### src/hdl/trd_pkg.sv
// ----------------------------------------------------------------------------
// trd_pkg
// Shared types and constants of the triangle depth rasterizer.
// ----------------------------------------------------------------------------
package trd_pkg;

  localparam int DEF_MAP_WIDTH  = 256;
  localparam int DEF_MAP_HEIGHT = 256;

  localparam int COORD_W   = 16;
  localparam int DEPTH_W   = 16;
  localparam int PIXCNT_W  = 17;
  localparam int PIX_W     = 8;
  localparam int CMD_W     = 2;
  localparam int S_TDATA_W = 160;
  localparam int M_TDATA_W = 40;

  localparam logic [DEPTH_W-1:0] FAR_DEPTH = 16'hFFFF;

  localparam logic [CMD_W-1:0] CMD_RASTER = 2'd0;
  localparam logic [CMD_W-1:0] CMD_CLEAR  = 2'd1;
  localparam logic [CMD_W-1:0] CMD_READ   = 2'd2;

  typedef enum logic [1:0] {
    KIND_RASTER,
    KIND_CLEAR,
    KIND_READ,
    KIND_NOP
  } kind_e;

  typedef struct packed {
    kind_e                      kind;
    logic signed [COORD_W-1:0]  ax;
    logic signed [COORD_W-1:0]  ay;
    logic signed [COORD_W-1:0]  bx;
    logic signed [COORD_W-1:0]  by_pos;
    logic signed [COORD_W-1:0]  cx;
    logic signed [COORD_W-1:0]  cy;
    logic [DEPTH_W-1:0]         depth_a;
    logic [DEPTH_W-1:0]         depth_b;
    logic [DEPTH_W-1:0]         depth_c;
    logic [PIX_W-1:0]           read_col;
    logic [PIX_W-1:0]           read_row;
  } item_t;

  typedef struct packed {
    logic ready;      // back end takes the queue head
    logic init_busy;  // clearing pass after reset
  } back_stat_t;

endpackage

### src/hdl/trd_front.sv
// ----------------------------------------------------------------------------
// trd_front
// Input side: accepts command words, classifies them and queues them
// in a two-entry queue for the back end.
// ----------------------------------------------------------------------------
module trd_front
  import trd_pkg::*;
(
  input  logic                 clk_i,
  input  logic                 rst_ni,
  input  logic                 s_tvalid_i,
  output logic                 s_tready_o,
  input  logic [S_TDATA_W-1:0] s_tdata_i,
  input  logic [CMD_W-1:0]     s_tuser_i,
  input  back_stat_t           stat_i,
  output logic                 item_valid_o,
  output item_t                item_o
);

  item_t       fifo_q [2];
  logic        wr_ptr_q, rd_ptr_q;
  logic [1:0]  cnt_q;
  item_t       item_in;
  logic        push, pop;

  always_comb begin
    item_in.ax       = $signed(s_tdata_i[15:0]);
    item_in.ay       = $signed(s_tdata_i[31:16]);
    item_in.bx       = $signed(s_tdata_i[47:32]);
    item_in.by_pos   = $signed(s_tdata_i[63:48]);
    item_in.cx       = $signed(s_tdata_i[79:64]);
    item_in.cy       = $signed(s_tdata_i[95:80]);
    item_in.depth_a  = s_tdata_i[111:96];
    item_in.depth_b  = s_tdata_i[127:112];
    item_in.depth_c  = s_tdata_i[143:128];
    item_in.read_col = s_tdata_i[151:144];
    item_in.read_row = s_tdata_i[159:152];
    case (s_tuser_i)
      CMD_RASTER: item_in.kind = KIND_RASTER;
      CMD_CLEAR:  item_in.kind = KIND_CLEAR;
      CMD_READ:   item_in.kind = KIND_READ;
      default:    item_in.kind = KIND_NOP;
    endcase
  end

  assign s_tready_o   = (cnt_q != 2'd2) && !stat_i.init_busy;
  assign push         = s_tvalid_i && s_tready_o;
  assign item_valid_o = (cnt_q != 2'd0);
  assign pop          = item_valid_o && stat_i.ready;
  assign item_o       = fifo_q[rd_ptr_q];

  always_ff @(posedge clk_i or negedge rst_ni) begin
    if (!rst_ni) begin
      wr_ptr_q <= 1'b0;
      rd_ptr_q <= 1'b0;
      cnt_q    <= 2'd0;
    end else begin
      if (push) wr_ptr_q <= ~wr_ptr_q;
      if (pop)  rd_ptr_q <= ~rd_ptr_q;
      case ({push, pop})
        2'b10:   cnt_q <= cnt_q + 2'd1;
        2'b01:   cnt_q <= cnt_q - 2'd1;
        default: cnt_q <= cnt_q;
      endcase
    end
  end

  always_ff @(posedge clk_i) begin
    if (push) fifo_q[wr_ptr_q] <= item_in;
  end

endmodule

### config.mk
export PLATFORM = sky130hd
export DESIGN_NAME = trd_front
export DESIGN_NICKNAME = d
export VERILOG_FILES = /design/src/hdl/trd_pkg.sv /design/src/hdl/trd_front.sv
export SDC_FILE = /design/constraint.sdc
export NUM_CORES = 1
export LEC_CHECK = 0
export ABC_AREA = 1
export BUFFER_PORTS_ARGS = -buffer_cell sky130_fd_sc_hd__buf_2
export CAP_MARGIN = 20
export CORE_MARGIN = 5
export CORE_UTILIZATION = 38
export DETAILED_ROUTE_END_ITERATION = 10
export PLACE_DENSITY_LB_ADDON = 0.05
export SYNTH_ARGS = -nofsm -noshare
export SYNTH_HDL_FRONTEND = slang
export SYNTH_SLANG_ARGS = --single-unit
### constraint.sdc
create_clock -name clk_i -period 9.7 [get_ports clk_i]
set_input_delay 1.455 -clock clk_i [delete_from_list [all_inputs] [get_ports clk_i]]
set_output_delay 1.455 -clock clk_i [all_outputs]
set_load 0.05 [all_outputs]
==> flow_results.org <==
** Synthesis
- When the netlist entered floorplanning its net count stood at 1048.
- Cells taking the most area after synthesis :: edfxtp_1 (81%), nand2_1 (16%), dfrtp_1 (0.84%)
- Cell type contributing the most total cell area after synthesis :: edfxtp_1
- Sequential area share after synthesis :: 82.06%
- Yosys mapped the design onto 14 distinct sky130hd cell types.
- In this run, synthesis produced a sequential element count of 328.
- Summing every instance area after synthesis gives 0.01198 mm².
- Of the post-synthesis cell area, the dominant cell type holds 81.23%.
- Synthesis produced 880 cells.
- For this run, the number of Yosys warnings is 0.
- Post-Syn Area per Cell :: 13.61 µm²

** Worst setup path
- Cells along the critical path :: inv_4, buf_4, nand2_1, nand2_1, buf_2
- Crit Path Max Fanout :: 87
- Data on the critical path arrives at its endpoint at 3.23 ns.
- STA classifies the critical path startpoint as a flop.
- STA puts the critical path data required time at 8.25 ns.
- STA classifies the critical path endpoint as an output port.
- Slowest stage delay, CP :: 0.80 ns
- Slowest cell on the critical path :: buf_4
- Critical path class :: flop to output port
- Cell occurring most often along the worst timing path :: nand2_1

** Floorplan
- Total number of placement rows :: 65
- Initial standard-cell utilization of the core :: 38.25%
- In this run the horizontal extent of the chip is 187.5 µm.
- Die height :: 187.5 µm
- The die covers 0.03517 mm².
- 331 I/O pins were placed.
- Core region area :: 0.03131 mm²

** Clocking
- Number of buffers inserted during clock tree synthesis :: 37
- Cts-stage hold buffer count :: 0
- TritonCTS built the clock tree.
- Post-CTS repair changed the size of 0 cells.
- CTS root buf :: clkbuf_16
- Max Root-Sink Buffers :: 3
- Number of buffers added for setup after CTS :: 0
- The clock tree synthesis step divided the H-tree into 2 levels.
- Clock-pin slew was measured on the worst setup and hold paths at 0.05 ns.
- Clk_lat worst skew :: 0.49 ns
- Clock tree synthesis found a total of 328 sinks.

** Cells and area
- After filler insertion, the fill cell instance count of the layout stands at 2863.
- Nets :: 1386
- Cells with a size suffix above 1 make up 30.65% of the layout.
- Area Overhead vs Synth :: 26.17%
- Utilization after layout :: 48.26%
- Number of non-filler instances in the completed layout :: 1650

** Timing
- Timing would allow up to 213.6 MHz.
- The worst path needs 4.681 ns of the cycle, external delays included.
- Dividing the final minimum period by the clock period gives 48.26%.
- The final-report hold violation count was 0.
- Total of endpoints with negative setup slack in the final report :: 0
- Transition time at the pin with the least slew margin :: 1.005 ns
- Measured against its own limit, the worst slew margin works out to 32.98%.
- Max-slew violation total from the final report :: 0
- Minimum hold slack :: 0.4869 ns
- Worst-case clock skew :: 0.01160 ns
- Setup repair after global routing missed its margin :: false
- Setup TNS :: 0 ns

** Drt
- Summing over every cut layer, the via total after detailed routing is 7523.
- In the final routed layout, each cell accounts on average for 17.32 µm.
- For this block, the initial DRC count from the detailed router was 338.
- In the routed layout, each cell is associated on average with a via count of 4.559.
- For this run, the detailed router's first-pass iteration total came to 4.
- Total Wirelength :: 28570 µm
- In the routed design, unresolved DRC markers number 0.
- The detail route stage leaves a number of antenna-violating nets equal to 0.

** Power and ir drop
- Across the VDD grid, the largest voltage drop is 0.2171 mV.
- Net switching is 44.52% of the power.
- Relative contribution of combinational cells to total power :: 41.1%
- Net load switching power :: 2.332 mW
- Power density over cell area :: 346.6 mW/mm²
- The internal power of the cells totals 2.906 mW.
- Portion of total power attributed to sequential cells :: 34.7%
- After layout, the design draws a total of 5.237 mW.
- The analysis attributes to cell leakage a power of 6.421 nW.
- The clock network burns 24.2% of the power.

** Placed design
- Routability-driven placement finished with a final weighted congestion of 0.7761.
- Placed Instances :: 1581
- Buffers added on ports :: 330
- The HPWL after detailed placement is 18030 µm.

** Outcome
- Run status :: finished clean

** Global route
- Entering global routing, the biggest net connects 92 pins.
- Vias in the first global route :: 7396
- Global routing used 15.47% of the available tracks.
- Total overflow reported by the global router :: 0
- The first global-routing pass estimated 42800 µm of wire.
- The initial antenna violation count is 14.

** Worst hold path
- The min-delay analysis places its worst path in the category flop to flop.

** Run
- The tool flagged a number of max-cap violations equal to 0.
stage by stage:
step / cell area [µm²] / worst slack, ns
global placement: 14000 / 5.457
global route: 15110 / 4.733
finish: 15110 / 5.019
detailed placement: 14000 / 5.446
floorplan: 11980 / 0.6570
CTS: 15100 / 4.908
worst paths after layout:
path                            cells past startpoint     start              to  slack [ns]
worst max-delay path                                5  rd_ptr_q       item_o[0]        5.02
worst min-delay path                                2  wr_ptr_q        wr_ptr_q        0.49
worst max register to register                      5  cnt_q[0]  fifo_q[0][105]        6.90
worst min register to register                      2  wr_ptr_q        wr_ptr_q        0.49
max in group asynchronous                           1    rst_ni        rd_ptr_q        8.78
min in group asynchronous                           1    rst_ni        cnt_q[0]        0.77
sequential cells by signal (all words and copies together), names as in the netlist:
| register | cells |
|---|---|
| rd_ptr_q | 1 |
| wr_ptr_q | 1 |
| cnt_q | 2 |
| fifo_q | 324 |
critical path: cells and delay by family, from the launching register on:
| kind | cells | cell delay (ns) |
|---|---|---|
| buffers and inverters | 3 | 1.81 |
| and+or+nand+nor | 2 | 0.22 |
| DFF | 1 | 0.62 |
placed cells by master, fill, tap and decap left out:
cell,netlist,final
nand2_1,497,497
buf_2,18,330
edfxtp_1,324,324
clkbuf_16,0,37
clkinv_1,0,12
clkbuf_1,11,11
inv_1,8,7
buf_4,8,6
diode_2,0,5
nand3_1,3,3
dfrtp_1,4,3
nand4_1,2,2
bufinv_16,0,2
a21oi_1,1,1
inv_4,0,1
nor2_4,0,1
inv_6,0,1
xnor2_1,1,1
ha_1,1,1
clkinv_4,0,1
clkbuf_8,0,1
dfrtp_4,0,1
power groups by stage:
stage	clock network, mW	logic (mW)	registers [mW]
finish	1.27	2.15	1.82
global route	1.37	2.30	1.83
CTS	1.31	2.19	1.82
detailed placement	0	2.19	1.85
global placement	0	2.19	1.85
floorplan	0	1.66	1.85
synthesized netlist by cell type, drive strengths merged:
master	instances
ha	1
dfrtp	4
nand3	3
buf	26
nand4	2
nor2	1
a21oi	1
inv	9
edfxtp	324
nand2	497
clkbuf	11
xnor2	1
logic make-up (layout without fill, tap and decap cells):
group,count (synthesis),in the layout,share of synthesized area [%]
AOI/OAI and AO/OA,1,1,0.04174
xor gates and xnor gates,1,1,0.07314
and+or+nand+nor,503,503,15.84
adders and majority gates,1,1,0.1044
buffers and inverters,46,409,1.880
DFF,328,328,82.06
other,0,5,0
per-layer routing:
metal  GRT usage, %  wire (µm)  vias to the layer above
met5              0        129                        -
met4          4.545        685                       18
met3          6.162       2593                       64
met2          24.81      13320                      260
met1          19.58      11840                     3523
li1               -          -                     3658
area by class of cell:
class,count,area [µm²],share of cell area [%]
clock buffer,49,980.9,6.491
tap,402,503.0,3.328
sequential,328,9833,65.07
antenna,5,12.51,0.08280
multi-input combinational,506,1931,12.78
inverter,9,41.29,0.2732
clock inverter,15,113.9,0.7534
timing repair buffer,336,1697,11.23
No activity file was read; power rests on OpenSTA's default activity.
